===== src/rtl/core/u8d_pkg.sv =====
// Shared types and constants for the UTF-8 byte stream decoder.
// No dependencies; every other file in rtl/core imports this package.
package u8d_pkg;

    // Lead byte class masks and continuation marker.
    localparam logic [7:0]  LEAD4_MASK       = 8'hF0;
    localparam logic [7:0]  LEAD3_MASK       = 8'hE0;
    localparam logic [7:0]  LEAD2_MASK       = 8'hC0;
    localparam logic [7:0]  CONT_MARK        = 8'h80;
    localparam logic [7:0]  LOW7_MASK        = 8'h7F;
    localparam logic [15:0] REPLACEMENT_UNIT = 16'hFFFD;

    // Bytes still expected after each lead class.
    localparam logic [1:0]  NEED_NONE = 2'd0;
    localparam logic [1:0]  NEED_ONE  = 2'd1;
    localparam logic [1:0]  NEED_TWO  = 2'd2;
    localparam logic [1:0]  NEED_THREE = 2'd3;

    // One input word.
    typedef struct packed {
        logic [7:0] in_byte;
        logic       end_of_stream;
    } in_word_t;

    // One result word.
    typedef struct packed {
        logic [15:0] code_unit;
        logic        bad_sequence;
    } out_word_t;

    // Decoder state carried from byte to byte.
    typedef struct packed {
        logic [1:0]  bytes_still_needed;
        logic [15:0] partial_value;
        logic        continuations_ok;
    } dec_state_t;

    localparam dec_state_t STATE_IDLE = '{
        bytes_still_needed: NEED_NONE,
        partial_value:      16'h0000,
        continuations_ok:   1'b1
    };

endpackage


===== src/rtl/core/u8d_step.sv =====
// Combinational per-byte update of the UTF-8 decoder state and result.
// Depends on u8d_pkg for word and state types.
module u8d_step (
    input  u8d_pkg::in_word_t   in_word,
    input  u8d_pkg::dec_state_t cur_state,
    output u8d_pkg::dec_state_t next_state,
    output logic                res_valid,
    output u8d_pkg::out_word_t  res_word
);
    import u8d_pkg::*;

    logic [7:0]  b;
    logic [1:0]  left;
    logic [15:0] part;
    logic [15:0] shifted;
    logic [15:0] sum;
    logic        ok_now;

    assign b = in_word.in_byte;

    // Continuation contribution: (byte - 0x80) shifted by six bits per byte left.
    always_comb begin
        left = cur_state.bytes_still_needed - 2'd1;
        part = {8'h00, b} - {8'h00, CONT_MARK};
        case (left)
            2'd0:    shifted = part;
            2'd1:    shifted = {part[9:0], 6'b0};
            default: shifted = {part[3:0], 12'b0};
        endcase
        sum    = cur_state.partial_value + shifted;
        ok_now = cur_state.continuations_ok & b[7];
    end

    // Classify the byte and form the next state and any result.
    always_comb begin
        next_state = cur_state;
        res_valid  = 1'b0;
        res_word   = '{code_unit: 16'h0000, bad_sequence: 1'b0};

        if (cur_state.bytes_still_needed != NEED_NONE) begin
            next_state.bytes_still_needed = left;
            next_state.partial_value      = sum;
            next_state.continuations_ok   = ok_now;
            if (left == NEED_NONE) begin
                res_valid = 1'b1;
                if (ok_now) begin
                    res_word = '{code_unit: sum, bad_sequence: 1'b0};
                end else begin
                    res_word = '{code_unit: REPLACEMENT_UNIT, bad_sequence: 1'b1};
                end
                next_state = STATE_IDLE;
            end
        end else if ((b & LEAD4_MASK) == LEAD4_MASK) begin
            // The lead's part is a multiple of 65536 and vanishes in 16 bits.
            next_state.bytes_still_needed = NEED_THREE;
            next_state.partial_value      = 16'h0000;
            next_state.continuations_ok   = 1'b1;
        end else if ((b & LEAD3_MASK) == LEAD3_MASK) begin
            // Here byte - 0xE0 is just the low nibble.
            next_state.bytes_still_needed = NEED_TWO;
            next_state.partial_value      = {b[3:0], 12'b0};
            next_state.continuations_ok   = 1'b1;
        end else if ((b & LEAD2_MASK) == LEAD2_MASK) begin
            // Here byte - 0xC0 is just the low five bits.
            next_state.bytes_still_needed = NEED_ONE;
            next_state.partial_value      = {5'b0, b[4:0], 6'b0};
            next_state.continuations_ok   = 1'b1;
        end else if ((b & CONT_MARK) == CONT_MARK) begin
            // A stray continuation byte emits its low seven bits.
            res_valid = 1'b1;
            res_word  = '{code_unit: {8'h00, b & LOW7_MASK}, bad_sequence: 1'b0};
        end else begin
            res_valid = 1'b1;
            res_word  = '{code_unit: {8'h00, b}, bad_sequence: 1'b0};
        end

        // End of stream drops whatever is still pending.
        if (in_word.end_of_stream) begin
            next_state = STATE_IDLE;
        end
    end

endmodule


===== src/rtl/core/u8d_out_reg.sv =====
// Result register of the UTF-8 decoder with valid/ready output handshake.
// Depends on u8d_pkg for the result word type.
module u8d_out_reg (
    input  logic               aclk,
    input  logic               aresetn,
    input  logic               load,
    input  u8d_pkg::out_word_t load_word,
    output logic               can_load,
    output logic               m_valid,
    input  logic               m_ready,
    output u8d_pkg::out_word_t m_data
);
    import u8d_pkg::*;

    logic      valid_reg;
    logic      valid_next;
    out_word_t data_reg;

    // The register may take a new word when empty or when its word leaves now.
    assign can_load = !valid_reg || m_ready;

    always_comb begin
        if (load) begin
            valid_next = 1'b1;
        end else if (m_ready) begin
            valid_next = 1'b0;
        end else begin
            valid_next = valid_reg;
        end
    end

    // Valid flag.
    always_ff @(posedge aclk) begin
        if (!aresetn) begin
            valid_reg <= 1'b0;
        end else begin
            valid_reg <= valid_next;
        end
    end

    // Result payload.
    always_ff @(posedge aclk) begin
        if (load) begin
            data_reg <= load_word;
        end
    end

    assign m_valid = valid_reg;
    assign m_data  = data_reg;

endmodule


===== src/rtl/core/utf8_byte_stream_decoder.sv =====
// Top level of the UTF-8 byte stream decoder.
// Depends on u8d_pkg, u8d_step and u8d_out_reg.

// The decoder takes one UTF-8 byte per input word and returns at most one
// 16-bit code unit per byte: ASCII passes through, a stray continuation
// byte gives its low seven bits, and a 2-, 3- or 4-byte sequence gives its
// value truncated to 16 bits on its final byte, or 0xFFFD with
// bad_sequence set when a continuation byte lacked bit 7. A byte marked
// end_of_stream drops any sequence still pending after it. The block takes
// one byte every clock cycle; a byte passes through an input register, the
// combinational state update and a result register before its result word
// is presented on the output. A stalled result word holds back the next
// byte. The state update loop is what sets the rate.
module utf8_byte_stream_decoder (
    input  logic               aclk,
    input  logic               aresetn,
    input  logic               s_valid,
    output logic               s_ready,
    input  u8d_pkg::in_word_t  s_data,
    output logic               m_valid,
    input  logic               m_ready,
    output u8d_pkg::out_word_t m_data
);
    import u8d_pkg::*;

    logic       in_valid_reg;
    in_word_t   in_data_reg;
    dec_state_t state_reg;
    dec_state_t state_next;
    logic       res_valid;
    out_word_t  res_word;
    logic       can_load;
    logic       advance;

    // The registered byte is processed when the result register has room.
    assign advance = in_valid_reg && can_load;
    assign s_ready = !in_valid_reg || advance;

    // Input register valid flag.
    always_ff @(posedge aclk) begin
        if (!aresetn) begin
            in_valid_reg <= 1'b0;
        end else if (s_ready) begin
            in_valid_reg <= s_valid;
        end
    end

    // Input register payload.
    always_ff @(posedge aclk) begin
        if (s_valid && s_ready) begin
            in_data_reg <= s_data;
        end
    end

    // Decoder state, updated once per processed byte.
    always_ff @(posedge aclk) begin
        if (!aresetn) begin
            state_reg <= STATE_IDLE;
        end else if (advance) begin
            state_reg <= state_next;
        end
    end

    u8d_step u_step (
        .in_word    (in_data_reg),
        .cur_state  (state_reg),
        .next_state (state_next),
        .res_valid  (res_valid),
        .res_word   (res_word)
    );

    u8d_out_reg u_out (
        .aclk      (aclk),
        .aresetn   (aresetn),
        .load      (advance && res_valid),
        .load_word (res_word),
        .can_load  (can_load),
        .m_valid   (m_valid),
        .m_ready   (m_ready),
        .m_data    (m_data)
    );

endmodule


===== config.mk =====
export PLATFORM = sky130hd
export DESIGN_NAME = utf8_byte_stream_decoder
export DESIGN_NICKNAME = d
export VERILOG_FILES = /design/src/rtl/core/u8d_pkg.sv /design/src/rtl/core/u8d_step.sv /design/src/rtl/core/u8d_out_reg.sv /design/src/rtl/core/utf8_byte_stream_decoder.sv
export SDC_FILE = /design/constraint.sdc
export NUM_CORES = 1
export LEC_CHECK = 0
export ABC_AREA = 1
export BUFFER_PORTS_ARGS = -buffer_cell sky130_fd_sc_hd__buf_2
export CORE_UTILIZATION = 50
export CTS_BUF_LIST = sky130_fd_sc_hd__clkbuf_4
export DETAILED_ROUTE_END_ITERATION = 10
export PLACE_DENSITY = 0.69
export RECOVER_POWER = 50
export SLEW_MARGIN = 20
export SYNTH_ARGS = -nofsm -noshare
export SYNTH_HDL_FRONTEND = slang
export SYNTH_SLANG_ARGS = --single-unit
export TNS_END_PERCENT = 20

===== constraint.sdc =====
create_clock -name aclk -period 2.95 [get_ports aclk]
set_clock_uncertainty 0.05 [all_clocks]
set_input_delay 0.295 -clock aclk [delete_from_list [all_inputs] [get_ports aclk]]
set_output_delay 0.295 -clock aclk [all_outputs]
set_load 0.03 [all_outputs]

# Yosys cells after proc, flatten, opt, wreduce, memory -nomap -nowiden
# Index checks and enable logic that the tools add are counted.
# Widths: inputs -> output; s select.
[classes] n_eq_ne=4 reduce_logical=12 mux=20 bitwise_logic=1 n_addsub=3
[ops] cell="$mux 19" count=6
[ops] cell="$mux 17" count=5
[ops] cell="$pmux 16 s2" count=1
[ops] cell="$add 16x16->16" count=1
[ops] cell="$sub 8x8->9 const B" count=1
[ops] cell="$mux 8" count=1
[ops] cell="$mux 1" count=7
[ops] cell="$reduce_bool 5->1" count=1
[ops] cell="$eq 4x4->1 const B" count=1
[ops] cell="$reduce_bool 2->1" count=2
[ops] cell="$eq 3x3->1 const B" count=1
[ops] cell="$logic_and 1x1->1" count=3
[ops] cell="$eq 2x1->1 const B" count=1
[ops] cell="$eq 2x2->1 const B" count=1
[ops] cell="$logic_not 1->1" count=2
[ops] cell="$logic_not 2->1" count=1
[ops] cell="$logic_or 1x1->1" count=2
[ops] cell="$reduce_and 2->1" count=1
[ops] cell="$sub 2x1->2 const B" count=1
[ops] cell="$and 1x1->1" count=1
[totals] ff_bits=47 output_inout_bits=19 elab_cells=49 in_bits=13

# Logic depth before layout (Yosys ltp)
[logic_depth] depth_word=7 ltp_mapped=19 ltp_nobuf=18

# Hierarchy
# From an unflattened synthesis, not the netlist that was laid out.
[hier_totals] cells_unflattened=537 area_unflattened_um2=3492.1
[by_module_without_submodules] mod="u8d_step" n_inst=1 area_per_inst_um2=1801.7 seq_area_each_um2=0.0 cells_each=378
[by_module_without_submodules] mod="utf8_byte_stream_decoder" n_inst=1 area_per_inst_um2=1133.6 seq_area_each_um2=670.6 cells_each=136
[by_module_without_submodules] mod="u8d_out_reg" n_inst=1 area_per_inst_um2=556.8 seq_area_each_um2=530.5 cells_each=23

# Worst setup path before layout
# OpenSTA, ideal clock, no wires.
[synth_path] path_type="reg2reg" start="reg state_reg[17] in the netlist's numbering" end="reg u_out.data_reg, in the netlist u_out.m_data[0] (enable)" path_stages_with_launch=5 period_less_slack_ps=2673 arrival_ps=2203 setup_slack_ps=277 setup_ps=420 cell_sequence="dfxtp_1 -> inv_1 -> ha_1 -> buf_6 -> a211oi_1"
[synth_between] elab_chain_len=5
[synth_lines] element="start, declared" line_no="utf8_byte_stream_decoder.sv:28" source="dec_state_t state_reg;"
[synth_lines] element="start signal, assigned" line_no="utf8_byte_stream_decoder.sv:60" source="state_reg <= state_next;"
[synth_lines] element="$sub 2x1->2" line_no="u8d_step.sv:23" source="left = cur_state.bytes_still_needed - 2'd1;"
[synth_lines] element="$logic_not 2->1" line_no="u8d_step.sv:44" source="if (left == NEED_NONE) begin"
[synth_lines] element="$mux 1" line_no="u8d_step.sv:44"
[synth_lines] element="$mux 1 *" line_no="u8d_step.sv:40" source="if (cur_state.bytes_still_needed != NEED_NONE) begin"
[synth_lines] element="$logic_and 1x1->1 *" line_no="utf8_byte_stream_decoder.sv:75" source=".load (advance && res_valid),"
[synth_lines] element="named net u_out.load" line_no="u8d_out_reg.sv:6" source="input logic load,"
[synth_lines] element="end signal, assigned" line_no="u8d_out_reg.sv:44" source="data_reg <= load_word;"
[synth_lines] element="end, declared" line_no="u8d_out_reg.sv:17" source="out_word_t data_reg;"
# Mark *: on every way through the listed nets, which the timed path passes. The rest lies on a longest branch.
# A chain may end at the register's enable or synchronous reset.

# Final worst setup path
[layout_path] start="reg state_reg[17] in the netlist's numbering" end="reg u_out.data_reg, in the netlist u_out.m_data[12], data pin"
[layout_between] elab_chain_len=7
[layout_lines] element="$sub 2x1->2" line_no="u8d_step.sv:23"
[layout_lines] element="$eq 2x1->1 or $logic_not 2->1 (tied branches)" line_no="u8d_step.sv:25, u8d_step.sv:44"
[layout_lines] element="$pmux 16 s2" line_no="u8d_step.sv:25" source="case (left)"
[layout_lines] element="$add 16x16->16" line_no="u8d_step.sv:30" source="sum = cur_state.partial_value + shifted;"
[layout_lines] element="$mux 17" line_no="u8d_step.sv:46" source="if (ok_now) begin"
[layout_lines] element="$mux 17" line_no="u8d_step.sv:44"
[layout_lines] element="$mux 17 *" line_no="u8d_step.sv:40"
# Every way passes the cells marked *; elsewhere a longest branch is shown, timed or not.

==> load_flow_metrics.sql <==
INSERT INTO impl_metrics (metric_group, metric, value, unit) VALUES
('outcome', 'run_status', 'finished clean', ''),
('global_route', 'globalRoute.totalOverflow', '0', ''),
('floorplanning', 'die_outline_area', '0.006502', 'sq mm'),
('synthesis', 'synth-warning-count', '0', ''),
('cts', 'cts_sinks', '47', ''),
('synthesis', 'synthesis.instances', '431', ''),
('timing', 'timing.setup.tns', '0', 'ns'),
('drt', 'num_vias', '2841', ''),
('layout', 'final_layout_size_suffix_gt1_frac', '0.09483', ''),
('synthesis', 'synthesis.nets', '464', ''),
('drt', 'drt_drc_violations_left', '0', ''),
('global_route', 'all_layer_gr_usage', '0.2548', ''),
('drt', 'detailedRoute.firstIterationViolations', '246', ''),
('power_and_ir_drop', 'power_per_cell_area', '414.1', 'mW/mm^2'),
('critical_path', 'timing.critical_path.fanout_max', '7', ''),
('timing', 'slew-limit-headroom', '0.4953', ''),
('synthesis', 'synth.cell_area', '0.003092', 'sq mm'),
('place', 'hpwl', '5966', 'um'),
('synthesis', 'syn_avg_cell_area', '7.173', 'sq um'),
('cts', 'cts_tree', 'yes', ''),
('global_route', 'grt_pass1_wl', '12230', 'um'),
('timing', 'report.final.hold_viol_count', '0', ''),
('critical_path', 'worst-setup-path-type', 'reg2reg', ''),
('cts', 'cts-htree-levels', '2', ''),
('critical_path', 'startpoint_type', 'flip-flop', ''),
('critical_path', 'worst_r2r_startpoint', 'state_reg[17]', ''),
('layout', 'layout.filler_cells', '588', ''),
('floorplanning', 'boundaryPins', '32', ''),
('place', 'place_congestion', '0.9932', ''),
('global_route', 'grt_antenna_before_repair', '0', ''),
('timing', 'final-setup-viol-count', '0', ''),
('cts', 'clk_transition_reported_paths', '0.13', 'ns'),
('layout', 'area_growth', '10.24', '%'),
('timing', 'worst_slack', '0.1863', 'ns'),
('min_path', 'min_path_type', 'in2reg', ''),
('synthesis', 'synth_top_cells_by_count', 'nand2_1, inv_1, nand3_1', ''),
('critical_path', 'required', '3.03', 'ns'),
('power_and_ir_drop', 'static-leakage-power', '1.647', 'nW'),
('cts', 'clk_latency', '0.36', 'ns'),
('global_route', 'grt_max_degree', '21', ''),
('layout', 'num-nets-final', '496', ''),
('synthesis', 'netlist-cell-type-count', '40', ''),
('synthesis', 'leading_cell_type_by_number_of_instances_after_synthesis', 'nand2_1', ''),
('timing', 'crit_share_post_route', '0.9368', ''),
('cts', 'tritoncts.num_buffers', '5', ''),
('floorplanning', 'floorplan.die.width', '80.64', 'um'),
('drt', 'post_drt_via_cell_ratio', '5.271', ''),
('cts', 'ctsLongestPathBuffers', '2', ''),
('critical_path', 'cp-startpoint', 'state_reg[17]', ''),
('drt', 'antenna_left', '0', ''),
('floorplanning', 'fp.dieH', '80.64', 'um'),
('flow_run', 'drv.max_cap_violation_count', '0', ''),
('timing', 'slew_violations', '0', ''),
('drt', 'wire_per_inst', '14.09', 'um'),
('cts', 'clock_tree.root_cell', 'clkbuf_4', ''),
('synthesis', 'synth-edff-count', '26', ''),
('synthesis', 'synth-main-ff-cell', 'edfxtp_1', ''),
('synthesis', 'biggest_area_consumer_among_synthesized_cells', 'edfxtp_1', ''),
('power_and_ir_drop', 'worst_ir_drop_vdd', '0.2185', 'mV'),
('floorplanning', 'floorplan.initialDensity', '0.5191', ''),
('synthesis', 'synth-seq-area-share', '0.3885', ''),
('timing', 'max_freq', '361.8', 'MHz'),
('place', 'portBuffers', '31', ''),
('synthesis', 'netlist.area_leader.share', '0.2525', ''),
('critical_path', 'end_kind', 'flip-flop', ''),
('global_route', 'first_global_vias', '2580', ''),
('timing', 'transition_time_at_the_pin_with_the_least_slew_margin', '0.7562', 'ns'),
('floorplanning', 'num_rows', '28', ''),
('drt', 'route.final.wire_length', '7592', 'um'),
('layout', 'antenna_cell_count', '0', ''),
('place', 'pre_cts_slack', '0.08665', 'ns'),
('critical_path', 'worst-endpoint-arrival', '2.84', 'ns'),
('synthesis', 'ys_ff_latch', '47', ''),
('drt', 'detailed_routing_iteration_count_for_the_pre_antenna_repair_pass', '5', ''),
('min_path', 'hold_path.startpoint', 's_data[3]', ''),
('timing', 'grt_setup_unrepaired', 'no', ''),
('timing', 'period_minus_slack', '2.764', 'ns'),
('synthesis', 'synth_area_leaders', 'edfxtp_1, nand2_1, dfxtp_1', ''),
('floorplanning', 'core_region_area', '0.005956', 'sq mm'),
('layout', 'flip_flop_count_of_the_largest_register_after_layout', '19', ''),
('synthesis', 'synthArstFlopShare', '0', '');
==> worst max-delay path: stages, from the launching register on <==
cell and delay [ns]:
dfxtp_2 0.40, inv_1 0.09, ha_2 0.39, inv_1 0.14
a21oi_2 0.15, ha_1 0.29, nand2_1 0.14, inv_1 0.05
a21oi_1 0.13, nand2_1 0.15, nand3_1 0.11, nand2_1 0.08
or2_1 0.23, nand3_1 0.07, nand2_1 0.05
==> timing repair <==
| action | CTS | global route |
|---|---|---|
| endpoints found under the hold margin | 0 | 0 |
| setup buffers | 0 | 0 |
| endpoints found under the setup margin | 0 | 11 |
| hold buffers | 0 | 0 |
| resized for setup | 0 | 5 |
==> cell families (layout without fill, tap and decap cells) <==
family | after synthesis | count (layout) | synth area share
adders and majority gates | 20 | 20 | 0.08337
DFF | 47 | 47 | 0.3885
and+or+nand+nor | 228 | 228 | 0.3149
xor gates and xnor gates | 6 | 6 | 0.01700
AOI/OAI and AO/OA | 57 | 57 | 0.1020
buffers and inverters | 73 | 106 | 0.09429
==> metrics by stage <==
step | power (mW) | util | hold slack [ns] | std cells | instance area (sq um)
after global placement | 0.9484 | 0.5578 | 0.4006 | 531 | 3322
after CTS | 1.424 | 0.5754 | 0.03552 | 539 | 3427
final | 1.411 | 0.5723 | 0.04965 | 539 | 3408
after floorplan | 0.8911 | - | 0.3439 | 431 | 3092
after global routing | 1.462 | 0.5723 | 0.03047 | 539 | 3408
after detailed placement | 0.9505 | 0.5578 | 0.4040 | 531 | 3322
==> area by class of cell <==
cell class	instances	area [sq um]	area share
timing repair buffer	35	157.7	0.04626
clock inverter	2	60.06	0.01762
multi-input combinational	311	1610	0.4725
sequential	47	1204	0.3532
clock buffer	6	45.04	0.01322
inverter	63	237.7	0.06975
tap	75	93.84	0.02753
==> final timing paths <==
path	end	slack, ns	depth (start not counted)
hold reg to reg	state_reg[1]	0.43	2
setup / recovery	u_out.m_data[12]	0.19	14
setup reg to reg	u_out.m_data[12]	0.19	14
hold / removal	in_data_reg[3]	0.05	1
==> cell usage in the layout (no fill, tap or decap), types with 2 or more instances in the layout <==
master,n
o21ai_1,3
nand3_2,2
a21oi_1,32
nor2_4,2
or2_1,2
a21oi_2,3
o21ai_0,10
a22oi_1,4
buf_2,12
nor3_2,2
nor3_1,2
dfxtp_2,2
edfxtp_1,26
ha_1,18
clkbuf_1,20
nand2_2,3
inv_1,57
nand3_1,37
nor2_1,33
buf_4,3
nand2_1,137
dfxtp_1,19
clkbuf_4,6
inv_2,4
bufinv_16,2
xor2_1,4
xnor2_1,2
nand4_1,3
==> where the power goes <==
part           switching [mW]  internal [mW]
sequential             0.0193          0.721
clock                   0.203          0.274
combinational           0.139         0.0558
total                   0.361           1.05
==> layer usage <==
metal,vias up,share of wire,track usage
li1,1458,-,-
met1,1261,0.45,0.3357
met2,103,0.45,0.4119
met3,19,0.071,0.03864
met4,0,0.028,0.1089
met5,-,0,0
No activity file was read; power rests on OpenSTA's default activity.
